[src/design/obd_pkg.sv]
package obd_pkg;

    localparam int CODE_W    = 8;
    localparam int COORD_W   = 5;
    localparam int BLK_W     = 3;
    localparam int VAL_W     = 8;
    localparam int CHILD_W   = 3;
    localparam int CFG_SIZE_W = 3;
    localparam int BITS_W    = 4;
    localparam int APB_ADDR_W = 4;
    localparam int APB_DATA_W = 32;

    localparam logic [CHILD_W-1:0] CHILD_LAST = 3'd7;

    localparam logic [1:0] REG_TREE_SIZE  = 2'd0;
    localparam logic [1:0] REG_HIGH_VALUE = 2'd1;
    localparam logic [1:0] REG_LOW_VALUE  = 2'd2;

    localparam logic [CFG_SIZE_W-1:0] TREE_SIZE_RST  = 3'd3;
    localparam logic [VAL_W-1:0]      HIGH_VALUE_RST = 8'd255;
    localparam logic [VAL_W-1:0]      LOW_VALUE_RST  = 8'd0;

    typedef struct packed {
        logic               is_leaf;
        logic [COORD_W-1:0] origin_x;
        logic [COORD_W-1:0] origin_y;
        logic [COORD_W-1:0] origin_z;
        logic [BLK_W-1:0]   block_log2;
        logic [VAL_W-1:0]   fill_value;
        logic               tree_end;
    } leaf_t;

endpackage

[src/design/obd_walk.sv]
module obd_walk import obd_pkg::*; #(
    parameter int MAX_LEVELS = 5
) (
    input  logic                  aclk,
    input  logic                  aresetn,
    input  logic                  step_en,
    input  logic                  code_bit,
    input  logic [CFG_SIZE_W-1:0] tree_size_log2,
    input  logic [VAL_W-1:0]      high_value,
    input  logic [VAL_W-1:0]      low_value,
    output leaf_t                 leaf
);

    localparam int LVL_W = $clog2(MAX_LEVELS + 1);
    localparam int ORG_W = (MAX_LEVELS > COORD_W) ? MAX_LEVELS : COORD_W;

    logic [CHILD_W-1:0] child_stack_reg  [MAX_LEVELS];
    logic [CHILD_W-1:0] child_stack_next [MAX_LEVELS];
    logic [LVL_W-1:0]   depth_reg, depth_next;
    logic               awaiting_reg, awaiting_next;

    logic [LVL_W-1:0]   lvls;
    logic               size_zero;
    logic               found;
    logic [LVL_W-1:0]   sel;
    logic [ORG_W-1:0]   org_x, org_y, org_z;

    assign lvls = (int'(tree_size_log2) > MAX_LEVELS) ? LVL_W'(MAX_LEVELS)
                                                       : LVL_W'(tree_size_log2);
    assign size_zero = (depth_reg >= lvls);

    always_comb begin
        org_x = '0;
        org_y = '0;
        org_z = '0;
        for (int i = 0; i < MAX_LEVELS; i++) begin
            for (int p = 0; p < MAX_LEVELS; p++) begin
                if (i < int'(depth_reg) && i < int'(lvls) && p == int'(lvls) - 1 - i) begin
                    org_x[p] = child_stack_reg[i][0];
                    org_y[p] = child_stack_reg[i][1];
                    org_z[p] = child_stack_reg[i][2];
                end
            end
        end
    end

    // find the deepest open level that still has a sibling to visit
    always_comb begin
        found = 1'b0;
        sel   = '0;
        for (int d = 0; d < MAX_LEVELS; d++) begin
            if (d < int'(depth_reg) && child_stack_reg[d] != CHILD_LAST) begin
                found = 1'b1;
                sel   = LVL_W'(d);
            end
        end
    end

    always_comb begin
        leaf.is_leaf    = awaiting_reg || size_zero;
        leaf.origin_x   = org_x[COORD_W-1:0];
        leaf.origin_y   = org_y[COORD_W-1:0];
        leaf.origin_z   = org_z[COORD_W-1:0];
        leaf.block_log2 = size_zero ? '0 : BLK_W'(lvls - depth_reg);
        leaf.fill_value = code_bit ? high_value : low_value;
        leaf.tree_end   = !found;
    end

    always_comb begin
        child_stack_next = child_stack_reg;
        depth_next       = depth_reg;
        awaiting_next    = awaiting_reg;
        if (leaf.is_leaf) begin
            awaiting_next = 1'b0;
            if (found) begin
                for (int i = 0; i < MAX_LEVELS; i++) begin
                    if (i == int'(sel)) begin
                        child_stack_next[i] = child_stack_reg[i] + CHILD_W'(1);
                    end
                end
                depth_next = sel + LVL_W'(1);
            end else begin
                depth_next = '0;
            end
        end else if (!code_bit) begin
            awaiting_next = 1'b1;
        end else if (int'(depth_reg) < MAX_LEVELS) begin
            for (int i = 0; i < MAX_LEVELS; i++) begin
                if (i == int'(depth_reg)) begin
                    child_stack_next[i] = '0;
                end
            end
            depth_next = depth_reg + LVL_W'(1);
        end
    end

    always_ff @(posedge aclk) begin
        if (!aresetn) begin
            for (int i = 0; i < MAX_LEVELS; i++) begin
                child_stack_reg[i] <= '0;
            end
            depth_reg    <= '0;
            awaiting_reg <= 1'b0;
        end else if (step_en) begin
            child_stack_reg <= child_stack_next;
            depth_reg       <= depth_next;
            awaiting_reg    <= awaiting_next;
        end
    end

endmodule

[src/design/octree_bitstream_decoder.sv]
// Octree bitstream decoder.
// Input channel (s_valid/s_ready/s_code_byte) takes packed code bytes, MSB first.
// Result channel (m_valid/m_ready/m_*) gives one fill command per leaf: block
// corner, block_log2, fill_value, tree_end on the leaf that closes a tree, and
// last on the final result of a byte. A byte may give zero to eight results.
// APB port: tree_size_log2 at 0x0, high_value at 0x4, low_value at 0x8.
// Write only while idle.
// The tree walker consumes one code bit per cycle from a byte shift register
// while no leaf is held back by a stalled receiver, and drops the rest of a
// byte when a tree ends inside it; the next byte is accepted after the last bit.
// A leaf waits in a holding stage until the next leaf or the end of the byte
// settles its last flag, then moves to the output register.
// When the receiver stalls, the walker halts at the next leaf that finds both
// stages full; bits without a leaf keep going.
// Reset (aresetn, synchronous) clears the walk to the tree root, empties all
// stages and restores the register defaults.
module octree_bitstream_decoder import obd_pkg::*; #(
    parameter int MAX_LEVELS = 5
) (
    input  logic                  aclk,
    input  logic                  aresetn,
    input  logic                  s_valid,
    output logic                  s_ready,
    input  logic [CODE_W-1:0]     s_code_byte,
    output logic                  m_valid,
    input  logic                  m_ready,
    output logic [COORD_W-1:0]    m_origin_x,
    output logic [COORD_W-1:0]    m_origin_y,
    output logic [COORD_W-1:0]    m_origin_z,
    output logic [BLK_W-1:0]      m_block_log2,
    output logic [VAL_W-1:0]      m_fill_value,
    output logic                  m_tree_end,
    output logic                  m_last,
    input  logic                  psel,
    input  logic                  penable,
    input  logic                  pwrite,
    input  logic [APB_ADDR_W-1:0] paddr,
    input  logic [APB_DATA_W-1:0] pwdata,
    output logic [APB_DATA_W-1:0] prdata,
    output logic                  pready
);

    logic [CFG_SIZE_W-1:0] tree_size_log2_reg;
    logic [VAL_W-1:0]      high_value_reg;
    logic [VAL_W-1:0]      low_value_reg;

    logic [CODE_W-1:0]     shift_reg;
    logic [BITS_W-1:0]     bits_left_reg;
    logic                  pend_valid_reg;
    leaf_t                 pend_reg;
    logic                  m_valid_reg;
    leaf_t                 out_reg;
    logic                  m_last_reg;

    leaf_t                 leaf;
    logic                  cfg_wr;
    logic                  out_free;
    logic                  step_ok;
    logic                  take_leaf;
    logic                  flush;
    logic                  push_out;

    obd_walk #(
        .MAX_LEVELS(MAX_LEVELS)
    ) u_walk (
        .aclk          (aclk),
        .aresetn       (aresetn),
        .step_en       (step_ok),
        .code_bit      (shift_reg[CODE_W-1]),
        .tree_size_log2(tree_size_log2_reg),
        .high_value    (high_value_reg),
        .low_value     (low_value_reg),
        .leaf          (leaf)
    );

    assign cfg_wr    = psel && penable && pwrite;
    assign pready    = 1'b1;
    assign out_free  = !m_valid_reg || m_ready;
    assign step_ok   = (bits_left_reg != '0) && (!leaf.is_leaf || !pend_valid_reg || out_free);
    assign take_leaf = step_ok && leaf.is_leaf;
    assign flush     = pend_valid_reg && (bits_left_reg == '0) && out_free;
    assign push_out  = (take_leaf && pend_valid_reg) || flush;
    assign s_ready   = (bits_left_reg == '0) && (!pend_valid_reg || out_free);

    always_comb begin
        unique case (paddr[APB_ADDR_W-1:2])
            REG_TREE_SIZE:  prdata = APB_DATA_W'(tree_size_log2_reg);
            REG_HIGH_VALUE: prdata = APB_DATA_W'(high_value_reg);
            REG_LOW_VALUE:  prdata = APB_DATA_W'(low_value_reg);
            default:        prdata = '0;
        endcase
    end

    always_ff @(posedge aclk) begin
        if (!aresetn) begin
            tree_size_log2_reg <= TREE_SIZE_RST;
            high_value_reg     <= HIGH_VALUE_RST;
            low_value_reg      <= LOW_VALUE_RST;
        end else if (cfg_wr) begin
            unique case (paddr[APB_ADDR_W-1:2])
                REG_TREE_SIZE:  tree_size_log2_reg <= pwdata[CFG_SIZE_W-1:0];
                REG_HIGH_VALUE: high_value_reg     <= pwdata[VAL_W-1:0];
                REG_LOW_VALUE:  low_value_reg      <= pwdata[VAL_W-1:0];
                default: ;
            endcase
        end
    end

    always_ff @(posedge aclk) begin
        if (!aresetn) begin
            bits_left_reg  <= '0;
            pend_valid_reg <= 1'b0;
            m_valid_reg    <= 1'b0;
        end else begin
            if (s_valid && s_ready) begin
                bits_left_reg <= BITS_W'(CODE_W);
            end else if (step_ok) begin
                // drop the rest of the byte once the tree is done
                if (leaf.is_leaf && leaf.tree_end) begin
                    bits_left_reg <= '0;
                end else begin
                    bits_left_reg <= bits_left_reg - BITS_W'(1);
                end
            end
            if (take_leaf) begin
                pend_valid_reg <= 1'b1;
            end else if (flush) begin
                pend_valid_reg <= 1'b0;
            end
            if (push_out) begin
                m_valid_reg <= 1'b1;
            end else if (m_ready) begin
                m_valid_reg <= 1'b0;
            end
        end
    end

    always_ff @(posedge aclk) begin
        if (s_valid && s_ready) begin
            shift_reg <= s_code_byte;
        end else if (step_ok) begin
            shift_reg <= {shift_reg[CODE_W-2:0], 1'b0};
        end
        if (take_leaf) begin
            pend_reg <= leaf;
        end
        if (push_out) begin
            out_reg    <= pend_reg;
            m_last_reg <= flush;
        end
    end

    assign m_valid      = m_valid_reg;
    assign m_origin_x   = out_reg.origin_x;
    assign m_origin_y   = out_reg.origin_y;
    assign m_origin_z   = out_reg.origin_z;
    assign m_block_log2 = out_reg.block_log2;
    assign m_fill_value = out_reg.fill_value;
    assign m_tree_end   = out_reg.tree_end;
    assign m_last       = m_last_reg;

    a_tree_end_last: assert property (@(posedge aclk) disable iff (!aresetn)
        m_valid_reg && out_reg.tree_end |-> m_last_reg)
        else $error("tree end result without last");

    a_tree_end_drops_byte: assert property (@(posedge aclk) disable iff (!aresetn)
        take_leaf && leaf.tree_end |=> bits_left_reg == '0)
        else $error("bits left after tree end");

    a_flush_last: assert property (@(posedge aclk) disable iff (!aresetn)
        flush |=> m_valid_reg && m_last_reg && !pend_valid_reg)
        else $error("held leaf not flushed as last item");

endmodule

[config.mk]
export PLATFORM = sky130hd
export DESIGN_NAME = octree_bitstream_decoder
export DESIGN_NICKNAME = d
export VERILOG_FILES = /design/src/design/obd_pkg.sv /design/src/design/obd_walk.sv /design/src/design/octree_bitstream_decoder.sv
export SDC_FILE = /design/constraint.sdc
export NUM_CORES = 1
export LEC_CHECK = 0
export BUFFER_PORTS_ARGS = -buffer_cell sky130_fd_sc_hd__buf_2
export CAP_MARGIN = 0
export CORE_MARGIN = 1.5
export CORE_UTILIZATION = 35
export DETAILED_ROUTE_END_ITERATION = 16
export SETUP_SLACK_MARGIN = 0.5
export SLEW_MARGIN = 20
export SYNTH_ARGS = -nofsm -noshare
export SYNTH_HDL_FRONTEND = slang
export SYNTH_SLANG_ARGS = --single-unit
[constraint.sdc]
create_clock -name aclk -period 5.5 [get_ports aclk]
set_input_delay 0.55 -clock aclk [delete_from_list [all_inputs] [get_ports aclk]]
set_output_delay 0.55 -clock aclk [all_outputs]
set_load 0.01 [all_outputs]
Word-level counts from Yosys, hierarchy flattened
Index checks and enable logic that the tools add are counted.

cells by class
  add/subtract/negate cells = 14
  reductions and logical operators = 86
  bitwise logic cells = 1
  mux-type cells = 116
  equal/unequal tests = 42
  magnitude comparators = 13

operators with widths
  cell                                                                          count
  3-bit by 32-bit equality test with 1-bit output (first input constant)        10
  2-bit by 32-bit equality test with 1-bit output (first input constant)        5
  4-bit by 32-bit equality test with 1-bit output (first input constant)        5
  32-bit zero test                                                              5
  1-bit 2-to-1 mux                                                              87
  32-bit by 3-bit subtractor with 32-bit output (second input constant)         2
  15-bit 2-to-1 mux                                                             4
  3-bit 2-to-1 mux                                                              16
  1-bit logical AND                                                             45
  32-bit by 2-bit subtractor with 32-bit output (second input constant)         1
  32-bit by 4-bit subtractor with 32-bit output (second input constant)         1
  6-bit AND reduction                                                           5
  8-bit 2-to-1 mux                                                              3
  8-bit one-hot mux with 3 select lines                                         1
  3-bit by 1-bit adder with 3-bit output (second input constant)                7
  2-bit nonzero test                                                            10
  3-bit equality test (first input constant)                                    6
  3-bit inequality test (second input constant)                                 5
  2-bit by 1-bit inequality test with 1-bit output (second input constant)      7
  1-bit by 3-bit less-than comparator with 1-bit output (first input constant)  4
  2-bit by 3-bit less-than comparator with 1-bit output (first input constant)  4
  4-bit 2-to-1 mux                                                              3
  2-bit AND reduction                                                           4
  2-bit by 3-bit equality test with 1-bit output (first input constant)         2
  19 further kinds                                                              30

storage, ports and cells
  word-level logic and storage cells = 300
  output and inout bits = 63
  bits in registers = 107

Depth between registers and ports, before layout
  depth after elaboration = 12
  gate-level depth with buffers = 14

Modules after synthesis
Synthesis repeated with hierarchy kept, for this count alone.

unflattened totals
  cell total of the unflattened synthesis = 582
  area, all modules = 5,959.5 um^2

by module, submodules not included
  module                    times used  area an instance (um^2)  seq. area each (um^2)  cells an instance
  octree_bitstream_decoder  1           3,437.0                  2,392.3                255
  obd_walk                  1           2,522.4                  380.4                  327

Worst setup path after synthesis
Ideal clock, no wire load.

  path type = register to register
  start point = register tree_size_log2_reg[2]
  end point = register out_reg, in the netlist m_block_log2[0] (enable)
  path slack = 1.999 ns
  stages on the path, launching flop included = 9
  arrival time = 3.078 ns
  required time = 5.077 ns
  library setup time = 0.423 ns
  period minus slack after synthesis = 3.501 ns
  path through = dfxtp_1 -> inv_1 -> nand2_1 -> inv_1 -> ha_1 -> and3b_1 -> o21a_1 -> buf_2 -> a21oi_1

between the ends
  longest elaborated chain between the ends = 11

RTL lines
  element                         line                             RTL
  from (decl)                     octree_bitstream_decoder.sv:43   logic [CFG_SIZE_W-1:0] tree_size_log2_reg;
  from (signal assigned)          octree_bitstream_decoder.sv:101  REG_TREE_SIZE: tree_size_log2_reg <= pwdata[CFG_SIZE_W-1:0];
  3-bit greater-than comparator   obd_walk.sv:28                   assign lvls = (int'(tree_size_log2) > MAX_LEVELS) ? LVL_W'(MAX_LEVELS)
  3-bit 2-to-1 mux *              obd_walk.sv:28
  3-bit >= comparator *           obd_walk.sv:30                   assign size_zero = (depth_reg >= lvls);
  1-bit logical OR *              obd_walk.sv:60                   leaf.is_leaf = awaiting_reg || size_zero;
  1-bit zero test                 octree_bitstream_decoder.sv:79   assign step_ok = (bits_left_reg != '0) && (!leaf.is_leaf || !pend_valid_reg || out_free);
  1-bit logical OR (2 in series)  octree_bitstream_decoder.sv:79
  1-bit logical AND               octree_bitstream_decoder.sv:79
  1-bit logical AND *             octree_bitstream_decoder.sv:80   assign take_leaf = step_ok && leaf.is_leaf;
  1-bit logical AND *             octree_bitstream_decoder.sv:82   assign push_out = (take_leaf && pend_valid_reg) || flush;
  1-bit logical OR *              octree_bitstream_decoder.sv:82
  via push_out                    octree_bitstream_decoder.sv:61   logic push_out;
  to (signal assigned)            octree_bitstream_decoder.sv:148  out_reg <= pend_reg;
  to (decl)                       octree_bitstream_decoder.sv:52   leaf_t out_reg;

Mark *: on every way through the listed nets, which the timed path passes. The rest lies on a longest branch.
A chain may end at the register's enable or synchronous reset.

Worst setup path after layout
  start point = register tree_size_log2_reg[2]
  end point = register u_walk.child_stack_reg[0] (netlist bit)

between the ends
  longest elaborated chain between the ends = 9

RTL lines
  element                               line                            RTL
  3-bit greater-than comparator         obd_walk.sv:28
  3-bit 2-to-1 mux *                    obd_walk.sv:28
  3-bit >= comparator *                 obd_walk.sv:30
  1-bit logical OR *                    obd_walk.sv:60
  1-bit zero test                       octree_bitstream_decoder.sv:79
  1-bit logical OR (2 in series)        octree_bitstream_decoder.sv:79
  1-bit logical AND                     octree_bitstream_decoder.sv:79
  6-bit AND reduction (no source line)  --
  to (signal assigned)                  obd_walk.sv:105                 child_stack_reg <= child_stack_next;
  to (decl)                             obd_walk.sv:17                  logic [CHILD_W-1:0] child_stack_reg [MAX_LEVELS];

Every way passes the cells marked *; elsewhere a longest branch is shown, timed or not.

==> flow_summary.json <==
{
  "status": "completed",
  "vias_per_cell": 5.15,
  "min_to": "m_origin_y[1]$_DFFE_PP_",
  "drt_pass1_iterations": 5,
  "holdPathStages": 0,
  "ys.flop_type": "edfxtp_1",
  "ff2ff_setup_slack_ns": 1.53,
  "ys_types": 60,
  "drive_above_1_share": 0.179,
  "grt_pass1_wl_mm": 20.7,
  "cp_slowest_cell": "mux2i_1",
  "cts.repair.resized": 0,
  "drtAntennaViolNets": 0,
  "finalWirelength_mm": 12.7,
  "fin_skew_ns": 0.0123,
  "die_height_um": 131,
  "crit_family": "compound AO/OA/AOI/OAI gates",
  "synth.avg_cell_area_um2": 10.3,
  "fin_crit_sh": 0.723,
  "final-hold-violation-count": 0,
  "ir_drop_mv": 0.243,
  "route.detailed.drc": 0,
  "holdCritStartpoint": "pend_reg[18]$_DFFE_PP_",
  "synth_area_um2": 5760,
  "clk_pin_slew_ns": 0.07,
  "io_pins": 114,
  "ctsHoldBuffers": 0,
  "reg2reg_depth": 11,
  "synth_cells": 562,
  "grt_setup_unrepaired": "false",
  "slew_headroom": 0.390,
  "min_period_ns": 3.97,
  "cp.required_ns": 5.74,
  "crit_arrival_ns": 4.22,
  "synth-seq-cells": 107,
  "antenna_found_initial": 0,
  "crit_path_cell_trace": "buf_4 > inv_1 > nand2_1 > inv_1 > ha_1 > a31oi_1 > o21a_1 > mux2i_1 > o21ai_0 > and2_1 > o21a_1",
  "port-buffer-count": 62,
  "drtIter0Drc": 308,
  "yosysSeqAreaShare": 0.481,
  "ys_warn_count": 0,
  "endpoint_kind": "register",
  "clk_latency_ns": 0.35,
  "fin_nets": 705,
  "cp_max_fo": 16,
  "dp_hpwl_mm": 9.23,
  "cts_made_buffers": 9,
  "crit_buf_inv": 3,
  "h-tree-depth": 3,
  "max_stage_delay_ns": 0.82,
  "synth_edf_count": 63,
  "start_kind": "register",
  "grt_util_all_layers": 0.148,
  "cts_tree": "yes",
  "core-area_um2": 16000,
  "cts_num_sinks": 107,
  "crit_type": "register to register",
  "largest_reg_flops": 27,
  "fp-row-count": 46,
  "start_util": 0.360,
  "finalSetupViolations": 0,
  "die_w_um": 131,
  "final_max_slew_viol_count": 0,
  "diodes": 0,
  "placed_area_um2": 6180,
  "p_leak_uw": 0.00263,
  "grt_max_degree": 51,
  "clockBufferDepth": 2,
  "overflow": 0,
  "die_area_um2": 17200,
  "ys_top_cells_by_area": "edfxtp_1 33%, dfxtp_1 15%, ha_1 8.0%",
  "yosysTopAreaCell": "edfxtp_1",
  "postCtsSetupBuffers": 0,
  "vias": 4311,
  "final_cell_area_um2": 6500,
  "globalplace.congestion": 0.935,
  "first_global_vias": 4217,
  "cts-root-buf": "clkbuf_16",
  "r2r_start": "tree_size_log2_reg[2]$_SDFFE_PN0P_",
  "setup_tns_ns": 0,
  "maxCapViolCount": 0,
  "ys_async_sr_fraction": 0,
  "worstMarginPinSlew_ns": 0.890,
  "fmax_ghz": 0.252,
  "area_growth_pct": 12.7,
  "holdWs_ns": 0.416,
  "final_cell_mix": "69 x nand2_1, 63 x edfxtp_1, 62 x buf_2",
  "power.density_nw_per_um2": 455,
  "hold_path_class": "register to register",
  "yosysTopAreaCellShare": 0.328,
  "final_common_cell": "nand2_1",
  "wire_per_inst_um": 15.2,
  "r2r_end": "u_walk.child_stack_reg[0]$_SDFFE_PN0P_"
}
## power breakdown
group	switching [uW]	internal, uW	leakage (uW)	total, uW
Clock	293	371	0.000155	664
Sequential	109	1180	0.000949	1290
Combinational	636	366	0.00153	1000
## worst max path at each step
stage                                            start                                     end  cells past startpoint
finish              tree_size_log2_reg[2]$_SDFFE_PN0P_  u_walk.child_stack_reg[0]$_SDFFE_PN0P_                     11
detailed placement  tree_size_log2_reg[2]$_SDFFE_PN0P_  u_walk.child_stack_reg[0]$_SDFFE_PN0P_                     11
CTS                 tree_size_log2_reg[2]$_SDFFE_PN0P_  u_walk.child_stack_reg[0]$_SDFFE_PN0P_                     11
global placement    tree_size_log2_reg[2]$_SDFFE_PN0P_  u_walk.child_stack_reg[0]$_SDFFE_PN0P_                     11
floorplan           tree_size_log2_reg[2]$_SDFFE_PN0P_               m_block_log2[0]$_DFFE_PP_                      8
global route        tree_size_log2_reg[2]$_SDFFE_PN0P_  u_walk.child_stack_reg[0]$_SDFFE_PN0P_                     11
## cell type report
class | instances | area [um^2]
sequential | 107 | 2770
clock buffer | 10 | 239
fill | 1599 | 9500
timing repair buffer | 67 | 348
clock inverter | 6 | 70.1
tap | 216 | 270
multi-input combinational | 414 | 2730
inverter | 17 | 63.8
## worst register-to-register path: cells and delay by family, from the launching register on
family / cells / cell delay [ns]
buf+inv: 3 / 0.68
mux: 1 / 0.82
flops: 1 / 0.31
simple gates: 2 / 0.45
fa+ha+maj: 1 / 0.32
compound gates: 4 / 1.31
## kinds of logic after synthesis
group,share of synthesized area
DFF,0.481
adders and majority gates,0.0838
and+or+nand+nor,0.179
buffers and inverters,0.0615
AOI/OAI and AO/OA,0.119
xor gates and xnor gates,0.00456
muxes,0.0697
other,0.00130
## Yosys cell counts, types with 16 or more instances
cell type  instances
nand2_1           69
edfxtp_1          63
dfxtp_1           44
ha_1              37
o21ai_0           37
nor2_1            28
buf_4             27
nand3_1           26
mux2i_1           21
and3_1            18
mux2_2            17
a21oi_1           16
inv_1             16
## stage by stage
step | util | setup slack [ns] | power, uW | std cells
after floorplan | - | 2.00 | 2050 | 585
after global placement | 0.386 | 1.78 | 2280 | 821
after detailed placement | 0.386 | 1.54 | 2320 | 821
after CTS | 0.406 | 1.54 | 2990 | 837
after global routing | 0.406 | 1.24 | 3150 | 837
final | 0.406 | 1.53 | 2960 | 837
## metal layers
metal | share of wire | vias up | GRT usage
li1 | - | 2105 | -
met4 | 0.018 | 0 | 0.0673
met3 | 0.046 | 19 | 0.0243
met5 | 0 | - | 0
met1 | 0.44 | 2044 | 0.179
met2 | 0.50 | 143 | 0.257
Note: power is estimated with default switching activity, not from simulation.
